$ cat src/rtl/bdpc_pkg.sv
// ----------------------------------------------------------------------------
// bdpc_pkg
// Shared types, register codes and substitution tables of the pixel combiner.
// ----------------------------------------------------------------------------
`default_nettype none

package bdpc_pkg;

	localparam int DATA_W  = 32;
	localparam int PIXEL_W = 16;
	localparam int CHAN_W  = 6;
	localparam int PROD_W  = 12;
	localparam int NUM_CH  = 3;
	localparam int PADDR_W = 5;

	localparam int CH_BLU = 0;
	localparam int CH_GRN = 1;
	localparam int CH_RED = 2;

	localparam int FLAG_SUB   = 0;
	localparam int FLAG_KEY   = 1;
	localparam int FLAG_ARGB  = 2;
	localparam int FLAG_ALPHA = 3;
	localparam int FLAG_DESCR = 4;

	typedef enum logic [1:0] {
		OP_IDLE  = 2'd0,
		OP_COPY  = 2'd1,
		OP_BLEND = 2'd2,
		OP_FILL  = 2'd3
	} op_mode_t;

	typedef enum logic [2:0] {
		REG_OP_MODE  = 3'd0,
		REG_FLAGS    = 3'd1,
		REG_KEY      = 3'd2,
		REG_FILL     = 3'd3,
		REG_FACTOR_A = 3'd4,
		REG_FACTOR_B = 3'd5
	} reg_idx_t;

	typedef enum logic [1:0] {
		RES_NONE  = 2'd0,
		RES_PIXEL = 2'd1,
		RES_WORD  = 2'd2,
		RES_BLEND = 2'd3
	} res_kind_t;

	typedef struct packed {
		op_mode_t            op_mode;
		logic [4:0]          flags;
		logic [PIXEL_W-1:0]  colour_key;
		logic [PIXEL_W-1:0]  fill_pattern;
		logic [CHAN_W-1:0]   factor_a;
		logic [CHAN_W-1:0]   factor_b;
	} cfg_t;

	typedef struct packed {
		res_kind_t                       kind;
		logic [DATA_W-1:0]               val;
		logic [NUM_CH-1:0][CHAN_W-1:0]   ch_a;
		logic [NUM_CH-1:0][CHAN_W-1:0]   ch_b;
	} dec_t;

	typedef struct packed {
		res_kind_t                       kind;
		logic [DATA_W-1:0]               val;
		logic [NUM_CH-1:0][PROD_W-1:0]   prod_a;
		logic [NUM_CH-1:0][PROD_W-1:0]   prod_b;
	} prod_t;

	typedef logic [4:0] bitpos_t;
	typedef logic [3:0] nib_t;

	localparam bitpos_t GRP_BITS [8][4] = '{
		'{5'd0, 5'd14, 5'd16, 5'd21}, '{5'd1, 5'd9,  5'd19, 5'd27},
		'{5'd2, 5'd17, 5'd20, 5'd28}, '{5'd3, 5'd10, 5'd18, 5'd25},
		'{5'd4, 5'd5,  5'd26, 5'd31}, '{5'd6, 5'd15, 5'd22, 5'd30},
		'{5'd7, 5'd12, 5'd13, 5'd24}, '{5'd8, 5'd11, 5'd23, 5'd29}
	};

	localparam nib_t GRP_SUB [8][16] = '{
		'{4'h4,4'hE,4'hC,4'h6,4'h1,4'hB,4'h9,4'h3,4'h8,4'h2,4'h0,4'hA,4'hD,4'h7,4'h5,4'hF},
		'{4'hA,4'h6,4'h2,4'h9,4'h0,4'h5,4'h1,4'hF,4'hC,4'h8,4'hE,4'h4,4'h7,4'hB,4'h3,4'hD},
		'{4'h8,4'hC,4'h9,4'hD,4'h5,4'h7,4'h1,4'hB,4'h6,4'h3,4'hF,4'h0,4'hA,4'hE,4'h4,4'h2},
		'{4'h9,4'h7,4'h1,4'h0,4'h8,4'hD,4'hF,4'h5,4'hA,4'h4,4'hC,4'hE,4'h6,4'h2,4'h3,4'hB},
		'{4'h6,4'h9,4'hA,4'h5,4'h3,4'h8,4'h7,4'h1,4'hC,4'h4,4'h2,4'hB,4'hF,4'h0,4'hD,4'hE},
		'{4'hF,4'h5,4'h7,4'h1,4'hE,4'h6,4'hC,4'h0,4'hD,4'h8,4'h9,4'h4,4'hB,4'h3,4'hA,4'h2},
		'{4'h6,4'hF,4'h4,4'h9,4'h8,4'h0,4'hE,4'hA,4'h2,4'hC,4'h3,4'h1,4'hB,4'h7,4'hD,4'h5},
		'{4'h5,4'hF,4'h1,4'h0,4'hE,4'hC,4'h2,4'h9,4'h6,4'h3,4'h8,4'hB,4'h7,4'hA,4'hD,4'h4}
	};

	function automatic logic [DATA_W-1:0] unscramble(input logic [DATA_W-1:0] w);
		logic [DATA_W-1:0] res;
		nib_t              code;
		nib_t              sub;
		res = '0;
		for (int gi = 0; gi < 8; gi++) begin
			for (int k = 0; k < 4; k++) begin
				code[k] = w[GRP_BITS[gi][k]];
			end
			sub = GRP_SUB[gi][code];
			for (int k = 0; k < 4; k++) begin
				res[GRP_BITS[gi][k]] = sub[k];
			end
		end
		return res;
	endfunction

endpackage

`default_nettype wire

$ cat src/rtl/bdpc_cfg.sv
// ----------------------------------------------------------------------------
// bdpc_cfg
// Configuration register file behind an APB-style slave port.
// ----------------------------------------------------------------------------
`default_nettype none

module bdpc_cfg
	import bdpc_pkg::*;
(
	input  wire logic               clk,
	input  wire logic               arst_n,
	input  wire logic               psel,
	input  wire logic               penable,
	input  wire logic               pwrite,
	input  wire logic [PADDR_W-1:0] paddr,
	input  wire logic [DATA_W-1:0]  pwdata,
	output logic      [DATA_W-1:0]  prdata,
	output logic                    pready,
	output cfg_t                    cfg
);

	cfg_t     cfg_q;
	reg_idx_t idx;
	logic     wr_en;

	assign pready = 1'b1;
	assign idx    = reg_idx_t'(paddr[PADDR_W-1:2]);
	assign wr_en  = psel && penable && pwrite && pready;
	assign cfg    = cfg_q;

	always_ff @(posedge clk or negedge arst_n) begin
		if (!arst_n) begin
			cfg_q <= '0;
		end else if (wr_en) begin
			case (idx)
				REG_OP_MODE:  cfg_q.op_mode      <= op_mode_t'(pwdata[1:0]);
				REG_FLAGS:    cfg_q.flags        <= pwdata[4:0];
				REG_KEY:      cfg_q.colour_key   <= pwdata[PIXEL_W-1:0];
				REG_FILL:     cfg_q.fill_pattern <= pwdata[PIXEL_W-1:0];
				REG_FACTOR_A: cfg_q.factor_a     <= pwdata[CHAN_W-1:0];
				REG_FACTOR_B: cfg_q.factor_b     <= pwdata[CHAN_W-1:0];
				default: ;
			endcase
		end
	end

	always_comb begin
		case (idx)
			REG_OP_MODE:  prdata = {30'b0, cfg_q.op_mode};
			REG_FLAGS:    prdata = {27'b0, cfg_q.flags};
			REG_KEY:      prdata = {16'b0, cfg_q.colour_key};
			REG_FILL:     prdata = {16'b0, cfg_q.fill_pattern};
			REG_FACTOR_A: prdata = {26'b0, cfg_q.factor_a};
			REG_FACTOR_B: prdata = {26'b0, cfg_q.factor_b};
			default:      prdata = '0;
		endcase
	end

endmodule

`default_nettype wire

$ cat src/rtl/bdpc_decode.sv
// ----------------------------------------------------------------------------
// bdpc_decode
// First stage: mode decode, key and alpha filter, descramble, channel split.
// ----------------------------------------------------------------------------
`default_nettype none

module bdpc_decode
	import bdpc_pkg::*;
(
	input  wire logic              clk,
	input  wire logic              arst_n,
	input  wire cfg_t              cfg,
	input  wire logic              up_valid,
	output logic                   up_stall,
	input  wire logic [DATA_W-1:0] src_a_word,
	input  wire logic [PIXEL_W-1:0] src_b_pixel,
	output logic                   dn_valid,
	input  wire logic              dn_stall,
	output dec_t                   dn_data
);

	logic               v_s1;
	dec_t               dec_s1;
	dec_t               dec_d;
	logic               adv;
	logic               alpha_on;
	logic [PIXEL_W-1:0] pa;
	logic [PIXEL_W-1:0] pb;

	function automatic logic dropped(input cfg_t c, input logic [PIXEL_W-1:0] px);
		return (c.flags[FLAG_KEY] && (px == c.colour_key)) ||
			(c.flags[FLAG_ARGB] && c.flags[FLAG_ALPHA] && px[PIXEL_W-1]);
	endfunction

	assign adv      = !v_s1 || !dn_stall;
	assign up_stall = !adv;
	assign dn_valid = v_s1;
	assign dn_data  = dec_s1;
	assign alpha_on = cfg.flags[FLAG_ARGB] && cfg.flags[FLAG_ALPHA];

	// alpha-marked pixels contribute zero channels
	assign pa = (alpha_on && src_a_word[PIXEL_W-1]) ? '0 : src_a_word[PIXEL_W-1:0];
	assign pb = (alpha_on && src_b_pixel[PIXEL_W-1]) ? '0 : src_b_pixel;

	always_comb begin
		dec_d      = '0;
		dec_d.kind = RES_NONE;
		dec_d.ch_a[CH_BLU] = {1'b0, pa[4:0]};
		dec_d.ch_b[CH_BLU] = {1'b0, pb[4:0]};
		if (cfg.flags[FLAG_ARGB]) begin
			dec_d.ch_a[CH_GRN] = {1'b0, pa[9:5]};
			dec_d.ch_b[CH_GRN] = {1'b0, pb[9:5]};
			dec_d.ch_a[CH_RED] = {1'b0, pa[14:10]};
			dec_d.ch_b[CH_RED] = {1'b0, pb[14:10]};
		end else begin
			dec_d.ch_a[CH_GRN] = pa[10:5];
			dec_d.ch_b[CH_GRN] = pb[10:5];
			dec_d.ch_a[CH_RED] = {1'b0, pa[15:11]};
			dec_d.ch_b[CH_RED] = {1'b0, pb[15:11]};
		end
		case (cfg.op_mode)
			OP_COPY: begin
				if (cfg.flags[FLAG_DESCR]) begin
					dec_d.kind = RES_WORD;
					dec_d.val  = unscramble(src_a_word);
				end else if (!dropped(cfg, src_a_word[PIXEL_W-1:0])) begin
					dec_d.kind = RES_PIXEL;
					dec_d.val  = {16'b0, src_a_word[PIXEL_W-1:0]};
				end
			end
			OP_BLEND: begin
				dec_d.kind = RES_BLEND;
			end
			OP_FILL: begin
				if (!dropped(cfg, cfg.fill_pattern)) begin
					dec_d.kind = RES_PIXEL;
					dec_d.val  = {16'b0, cfg.fill_pattern};
				end
			end
			default: ;
		endcase
	end

	always_ff @(posedge clk or negedge arst_n) begin
		if (!arst_n) begin
			v_s1 <= 1'b0;
		end else if (adv) begin
			v_s1 <= up_valid;
		end
	end

	always_ff @(posedge clk) begin
		if (adv && up_valid) begin
			dec_s1 <= dec_d;
		end
	end

endmodule

`default_nettype wire

$ cat src/rtl/bdpc_mult.sv
// ----------------------------------------------------------------------------
// bdpc_mult
// Second stage: per-channel factor weighting of source A and source B.
// ----------------------------------------------------------------------------
`default_nettype none

module bdpc_mult
	import bdpc_pkg::*;
(
	input  wire logic clk,
	input  wire logic arst_n,
	input  wire cfg_t cfg,
	input  wire logic up_valid,
	output logic      up_stall,
	input  wire dec_t up_data,
	output logic      dn_valid,
	input  wire logic dn_stall,
	output prod_t     dn_data
);

	logic  v_s2;
	prod_t prod_s2;
	prod_t prod_d;
	logic  adv;

	assign adv      = !v_s2 || !dn_stall;
	assign up_stall = !adv;
	assign dn_valid = v_s2;
	assign dn_data  = prod_s2;

	always_comb begin
		prod_d.kind = up_data.kind;
		prod_d.val  = up_data.val;
		for (int c = 0; c < NUM_CH; c++) begin
			prod_d.prod_a[c] = PROD_W'(up_data.ch_a[c]) * PROD_W'(cfg.factor_a);
			prod_d.prod_b[c] = PROD_W'(up_data.ch_b[c]) * PROD_W'(cfg.factor_b);
		end
	end

	always_ff @(posedge clk or negedge arst_n) begin
		if (!arst_n) begin
			v_s2 <= 1'b0;
		end else if (adv) begin
			v_s2 <= up_valid;
		end
	end

	always_ff @(posedge clk) begin
		if (adv && up_valid) begin
			prod_s2 <= prod_d;
		end
	end

endmodule

`default_nettype wire

$ cat src/rtl/bdpc_combine.sv
// ----------------------------------------------------------------------------
// bdpc_combine
// Third stage: channel add or subtract, shift, wrap mask and result select.
// ----------------------------------------------------------------------------
`default_nettype none

module bdpc_combine
	import bdpc_pkg::*;
(
	input  wire logic               clk,
	input  wire logic               arst_n,
	input  wire cfg_t               cfg,
	input  wire logic               up_valid,
	output logic                    up_stall,
	input  wire prod_t              up_data,
	output logic                    dn_valid,
	input  wire logic               dn_stall,
	output logic [DATA_W-1:0]       out_value,
	output logic                    write_enable,
	output logic                    word_write
);

	logic                          v_s3;
	logic [DATA_W-1:0]             val_s3;
	logic                          we_s3;
	logic                          word_s3;
	logic                          adv;
	logic [NUM_CH-1:0][PROD_W-1:0] sum;
	logic [PIXEL_W-1:0]            pix;
	logic [DATA_W-1:0]             val_d;
	logic                          we_d;
	logic                          word_d;

	assign adv          = !v_s3 || !dn_stall;
	assign up_stall     = !adv;
	assign dn_valid     = v_s3;
	assign out_value    = val_s3;
	assign write_enable = we_s3;
	assign word_write   = word_s3;

	always_comb begin
		for (int c = 0; c < NUM_CH; c++) begin
			sum[c] = cfg.flags[FLAG_SUB] ? (up_data.prod_a[c] - up_data.prod_b[c])
				: (up_data.prod_a[c] + up_data.prod_b[c]);
		end
		if (cfg.flags[FLAG_ARGB]) begin
			pix = {1'b0, sum[CH_RED][10:6], sum[CH_GRN][10:6], sum[CH_BLU][10:6]};
		end else begin
			pix = {sum[CH_RED][10:6], sum[CH_GRN][11:6], sum[CH_BLU][10:6]};
		end
		case (up_data.kind)
			RES_PIXEL: begin
				val_d  = up_data.val;
				we_d   = 1'b1;
				word_d = 1'b0;
			end
			RES_WORD: begin
				val_d  = up_data.val;
				we_d   = 1'b1;
				word_d = 1'b1;
			end
			RES_BLEND: begin
				val_d  = {16'b0, pix};
				we_d   = 1'b1;
				word_d = 1'b0;
			end
			default: begin
				val_d  = '0;
				we_d   = 1'b0;
				word_d = 1'b0;
			end
		endcase
	end

	always_ff @(posedge clk or negedge arst_n) begin
		if (!arst_n) begin
			v_s3 <= 1'b0;
		end else if (adv) begin
			v_s3 <= up_valid;
		end
	end

	always_ff @(posedge clk) begin
		if (adv && up_valid) begin
			val_s3  <= val_d;
			we_s3   <= we_d;
			word_s3 <= word_d;
		end
	end

endmodule

`default_nettype wire

$ cat src/rtl/blend_dma_pixel_combiner.sv
// ----------------------------------------------------------------------------
// blend_dma_pixel_combiner
// Per-pixel datapath of a blending DMA engine: copy, blend and fill.
// ----------------------------------------------------------------------------
// Takes one request per cycle unless in_stall is high and returns one
// result per request through three stages: decode and filter, channel
// multiply, then combine into the output register. Each stage holds its own
// valid bit, so a stall on the output fills empty stages before it reaches
// in_stall. Registers are written through the APB port at byte address 4*i
// and should only be changed while no request is in flight.
`default_nettype none

module blend_dma_pixel_combiner
	import bdpc_pkg::*;
(
	input  wire logic               clk,
	input  wire logic               arst_n,
	input  wire logic               psel,
	input  wire logic               penable,
	input  wire logic               pwrite,
	input  wire logic [PADDR_W-1:0] paddr,
	input  wire logic [DATA_W-1:0]  pwdata,
	output logic      [DATA_W-1:0]  prdata,
	output logic                    pready,
	input  wire logic               in_valid,
	output logic                    in_stall,
	input  wire logic [DATA_W-1:0]  src_a_word,
	input  wire logic [PIXEL_W-1:0] src_b_pixel,
	output logic                    out_valid,
	input  wire logic               out_stall,
	output logic      [DATA_W-1:0]  out_value,
	output logic                    write_enable,
	output logic                    word_write
);

	cfg_t  cfg;
	logic  dec_valid;
	logic  dec_stall;
	dec_t  dec_data;
	logic  prod_valid;
	logic  prod_stall;
	prod_t prod_data;

	bdpc_cfg u_cfg (
		.clk     (clk),
		.arst_n  (arst_n),
		.psel    (psel),
		.penable (penable),
		.pwrite  (pwrite),
		.paddr   (paddr),
		.pwdata  (pwdata),
		.prdata  (prdata),
		.pready  (pready),
		.cfg     (cfg)
	);

	bdpc_decode u_decode (
		.clk         (clk),
		.arst_n      (arst_n),
		.cfg         (cfg),
		.up_valid    (in_valid),
		.up_stall    (in_stall),
		.src_a_word  (src_a_word),
		.src_b_pixel (src_b_pixel),
		.dn_valid    (dec_valid),
		.dn_stall    (dec_stall),
		.dn_data     (dec_data)
	);

	bdpc_mult u_mult (
		.clk      (clk),
		.arst_n   (arst_n),
		.cfg      (cfg),
		.up_valid (dec_valid),
		.up_stall (dec_stall),
		.up_data  (dec_data),
		.dn_valid (prod_valid),
		.dn_stall (prod_stall),
		.dn_data  (prod_data)
	);

	bdpc_combine u_combine (
		.clk          (clk),
		.arst_n       (arst_n),
		.cfg          (cfg),
		.up_valid     (prod_valid),
		.up_stall     (prod_stall),
		.up_data      (prod_data),
		.dn_valid     (out_valid),
		.dn_stall     (out_stall),
		.out_value    (out_value),
		.write_enable (write_enable),
		.word_write   (word_write)
	);

endmodule

`default_nettype wire
$ cat config.mk
export PLATFORM = sky130hd
export DESIGN_NAME = blend_dma_pixel_combiner
export DESIGN_NICKNAME = d
export VERILOG_FILES = /design/src/rtl/bdpc_pkg.sv /design/src/rtl/bdpc_cfg.sv /design/src/rtl/bdpc_decode.sv /design/src/rtl/bdpc_mult.sv /design/src/rtl/bdpc_combine.sv /design/src/rtl/blend_dma_pixel_combiner.sv
export SDC_FILE = /design/constraint.sdc
export NUM_CORES = 1
export LEC_CHECK = 0
export BUFFER_PORTS_ARGS = -buffer_cell sky130_fd_sc_hd__buf_2
export CAP_MARGIN = 20
export CORE_ASPECT_RATIO = 0.6
export CORE_UTILIZATION = 60
export CTS_CLUSTER_DIAMETER = 30
export DETAILED_ROUTE_END_ITERATION = 12
export GPL_TIMING_DRIVEN = 0
export PLACE_DENSITY = 0.87
export SLEW_MARGIN = 20
export SYNTH_ARGS = -nofsm -noshare
export SYNTH_HDL_FRONTEND = slang
export SYNTH_SLANG_ARGS = --single-unit
$ cat constraint.sdc
create_clock -name clk -period 5.35 [get_ports clk]
set_input_delay 1.07 -clock clk [delete_from_list [all_inputs] [get_ports clk]]
set_output_delay 1.07 -clock clk [all_outputs]
set_load 0.01 [all_outputs]
==> results.py <==
metrics = {
    "synthesis": {
        "syn_inst": 1640,
        "avgSynthCellArea_um2": 11.1,
        "ys_warn_count": 0,
        "netlist_area_um2": 18200,
        "synth-edff-count": 202,
        "synthArstFlopShare_pct": 21.1,
        "synth.distinct_cells": 66,
        "synth_seq_cells": 256,
        "ys.flop_type": "edfxtp_1",
        "seq_area_frac_synth_pct": 40.9,
    },
    "sta": {
        "worstMarginPinSlew_ps": 975,
        "drv_slew": 0,
        "rsz0062_at_grt": "no",
        "timing.slew.headroom_pct": 34.5,
        "fmax_ghz": 0.211,
        "hold_viol_final": 0,
        "finalCritPeriodShare_pct": 88.7,
        "setup_violations": 0,
        "finalWorstSetupSlack_ps": 606,
        "clock-skew-final_ps": 12.2,
        "finalCriticalPeriod_ps": 4740,
    },
    "finish": {
        "nNetsFinal": 2171,
        "final_cell_mix": "edfxtp_1, ha_1, and2_1",
        "syn_to_final_growth_pct": 14.6,
        "fin_cells": 2247,
        "fin_util_pct": 71.1,
        "antennaDiodeCount": 0,
        "layout_commonest_cell": "edfxtp_1",
        "layout-drive-gt1-share_pct": 15.5,
    },
    "clock_network": {
        "htreeDepth": 2,
        "postCtsHoldBufs": 0,
        "post_cts_resized": 0,
        "cts.sink_count": 256,
        "cts_root_buf": "clkbuf_16",
        "cts_inserted_buffers": 41,
        "cts_tree": "built",
        "cts_buffer_depth": 3,
        "clkTransAtPathRegs_ps": 60,
        "clock_latency_ps": 530,
        "cts_setup_buffers": 0,
    },
    "floorplan": {
        "die_w_um": 227,
        "dieArea_um2": 31000,
        "ios": 161,
        "die_h_um": 137,
        "rows": 48,
        "core_um2": 29200,
        "start_util_pct": 62.1,
    },
    "global_routing": {
        "first_global_vias": 13200,
        "met3_usage_pct": 9.36,
        "grt_usage_pct": 30.8,
        "grt_pass1_wl_um": 71600,
        "use_met2_pct": 46.1,
        "top_usage_layer": "met2",
        "met1_usage_pct": 43.4,
        "antenna_found_initial": 2,
        "grt-ovfl-total": 0,
        "grt_max_degree": 60,
    },
    "placement": {
        "dp_hpwl_um": 35200,
        "gp_congestion": 0.949,
        "place_inst": 2175,
        "io_buffers": 116,
        "place_ws_ps": 820,
    },
    "route": {
        "drtIter0Drc": 1309,
        "routed_wl_um": 46600,
        "detail-route-antenna-nets": 0,
        "via_per_inst": 5.91,
        "drc": 0,
        "drtPass1Iterations": 9,
        "vias": 13300,
        "wl_per_cell_um": 20.7,
    },
    "run": {
        "maxCapViolCount": 0,
    },
    "power": {
        "p_per_area_nw_per_um2": 439,
        "power.total_mw": 9.13,
        "ir_worst_vdd_uv": 253,
        "leakagePower_nw": 9.55,
    },
    "worst_hold_path": {
        "hold_class": "register to register",
    },
    "worst_setup_path": {
        "cp.arrival_ps": 5000,
        "endpoint_kind": "register",
        "crit_type": "register to register",
        "startpoint_type": "register",
        "cp_max_fo": 10,
        "cp.required_ps": 5610,
    },
    "run_status": {
        "outcome": "finished clean",
    },
}
==> critical path, stage by stage, from the launching register on <==
cell	delay [ps]
dfrtp_1	640
clkbuf_1	540
nand2_1	160
fa_1	530
fa_1	530
fa_1	550
inv_1	40
ha_1	330
a21oi_1	170
nor2_1	60
nor2_1	150
o21bai_1	90
a21oi_1	260
o21ai_0	220
xor2_1	180
==> cell families after synthesis <==
family	after synthesis	synth area share, %
other	2	0.0414
buffers and inverters	227	5.20
XOR/XNOR	120	5.83
multiplexers	90	5.53
flip-flops	256	40.9
adder cells (fa/ha/maj)	261	21.5
AO/OA/AOI/OAI	235	8.35
AND/OR/NAND/NOR	449	12.7
==> layout make-up <==
type	count	area, um2
Buffer	67	344
Clock buffer	41	1030
Clock inverter	31	360
Fill cell	2042	8450
Inverter	160	601
Multi-Input combinational cell	1172	9870
Sequential cell	256	7420
Tap cell	400	500
Timing Repair Buffer	120	681
==> cell usage after synthesis (all sizes together) (2+ instances only) <==
cell / count / area (um2)
nor2b: 5 / 31.3
nor4: 10 / 68.8
and3: 8 / 50.1
nand2b: 12 / 77.6
o21bai: 12 / 90.1
nand3: 19 / 95.1
o211ai: 4 / 35.0
edfxtp: 202 / 6070
mux2: 53 / 597
a21oi: 84 / 424
a32o: 2 / 20.0
conb: 2 / 7.51
a211oi: 12 / 90.1
o31ai: 3 / 22.5
ha: 177 / 2210
a22oi: 2 / 15.0
and2: 174 / 1090
or3: 2 / 12.5
mux2i: 34 / 340
nand2: 108 / 405
o22ai: 3 / 18.8
buf: 29 / 201
inv: 160 / 601
clkbuf: 38 / 143
o221ai: 2 / 17.5
nor3: 18 / 90.1
a32oi: 2 / 17.5
xnor2: 81 / 717
mux4: 3 / 67.6
a222oi: 3 / 30.0
nor2: 81 / 304
a21o: 18 / 135
a211o: 4 / 35.0
a221o: 10 / 100
dfrtp: 54 / 1350
fa: 84 / 1680
nand4: 6 / 37.5
xor2: 39 / 342
a221oi: 4 / 35.0
or2: 2 / 12.5
a31oi: 10 / 68.8
o21ai: 50 / 250
==> through the flow <==
step | TNS (ps) | cell area, um2 | hold slack, ps
after detailed placement | 0 | 19400 | 405
final | 0 | 20800 | 419
after global routing | 0 | 20800 | 420
after floorplan | 0 | 18200 | 400
after CTS | 0 | 20800 | 418
after global placement | -39350 | 19300 | 401
==> where the power goes <==
group / total (mW) / switching [mW] / internal (mW)
Clock: 2.66 / 1.09 / 1.57
Sequential: 3.05 / 0.371 / 2.67
Combinational: 3.43 / 1.96 / 1.47
Total: 9.13 / 3.42 / 5.71
==> routing by layer <==
metal | vias to the layer above | wire [um]
li1 | 5996 | -
met1 | 6500 | 19800
met2 | 683 | 20100
met3 | 101 | 5400
met4 | 2 | 1220
met5 | - | 13
==> worst paths after layout <==
| kind | from | end | slack (ps) | depth (start not counted) |
|---|---|---|---|---|
| setup / recovery | u_cfg.cfg[4] | u_mult.dn_data[23] | 610 | 14 |
| hold / removal | u_decode.dn_data[48] | u_mult.dn_data[84] | 420 | 0 |
| setup reg to reg | u_cfg.cfg[4] | u_mult.dn_data[23] | 610 | 14 |
| hold reg to reg | u_decode.dn_data[48] | u_mult.dn_data[84] | 420 | 0 |
| max in group asynchronous | arst_n | u_cfg.cfg[38] | 4280 | 1 |
| min in group asynchronous | arst_n | u_decode.dn_valid | 590 | 1 |
==> registers in the layout (all words and copies together) (netlist names) <==
signal and flops:
u_decode.dn_valid 1, u_mult.dn_valid 1, u_combine.out_value 32, u_combine.word_write 1, u_cfg.cfg 51, u_decode.dn_data 66
u_mult.dn_data 102, u_combine.dn_valid 1, u_combine.write_enable 1
Power figures use the tool's default switching activity.
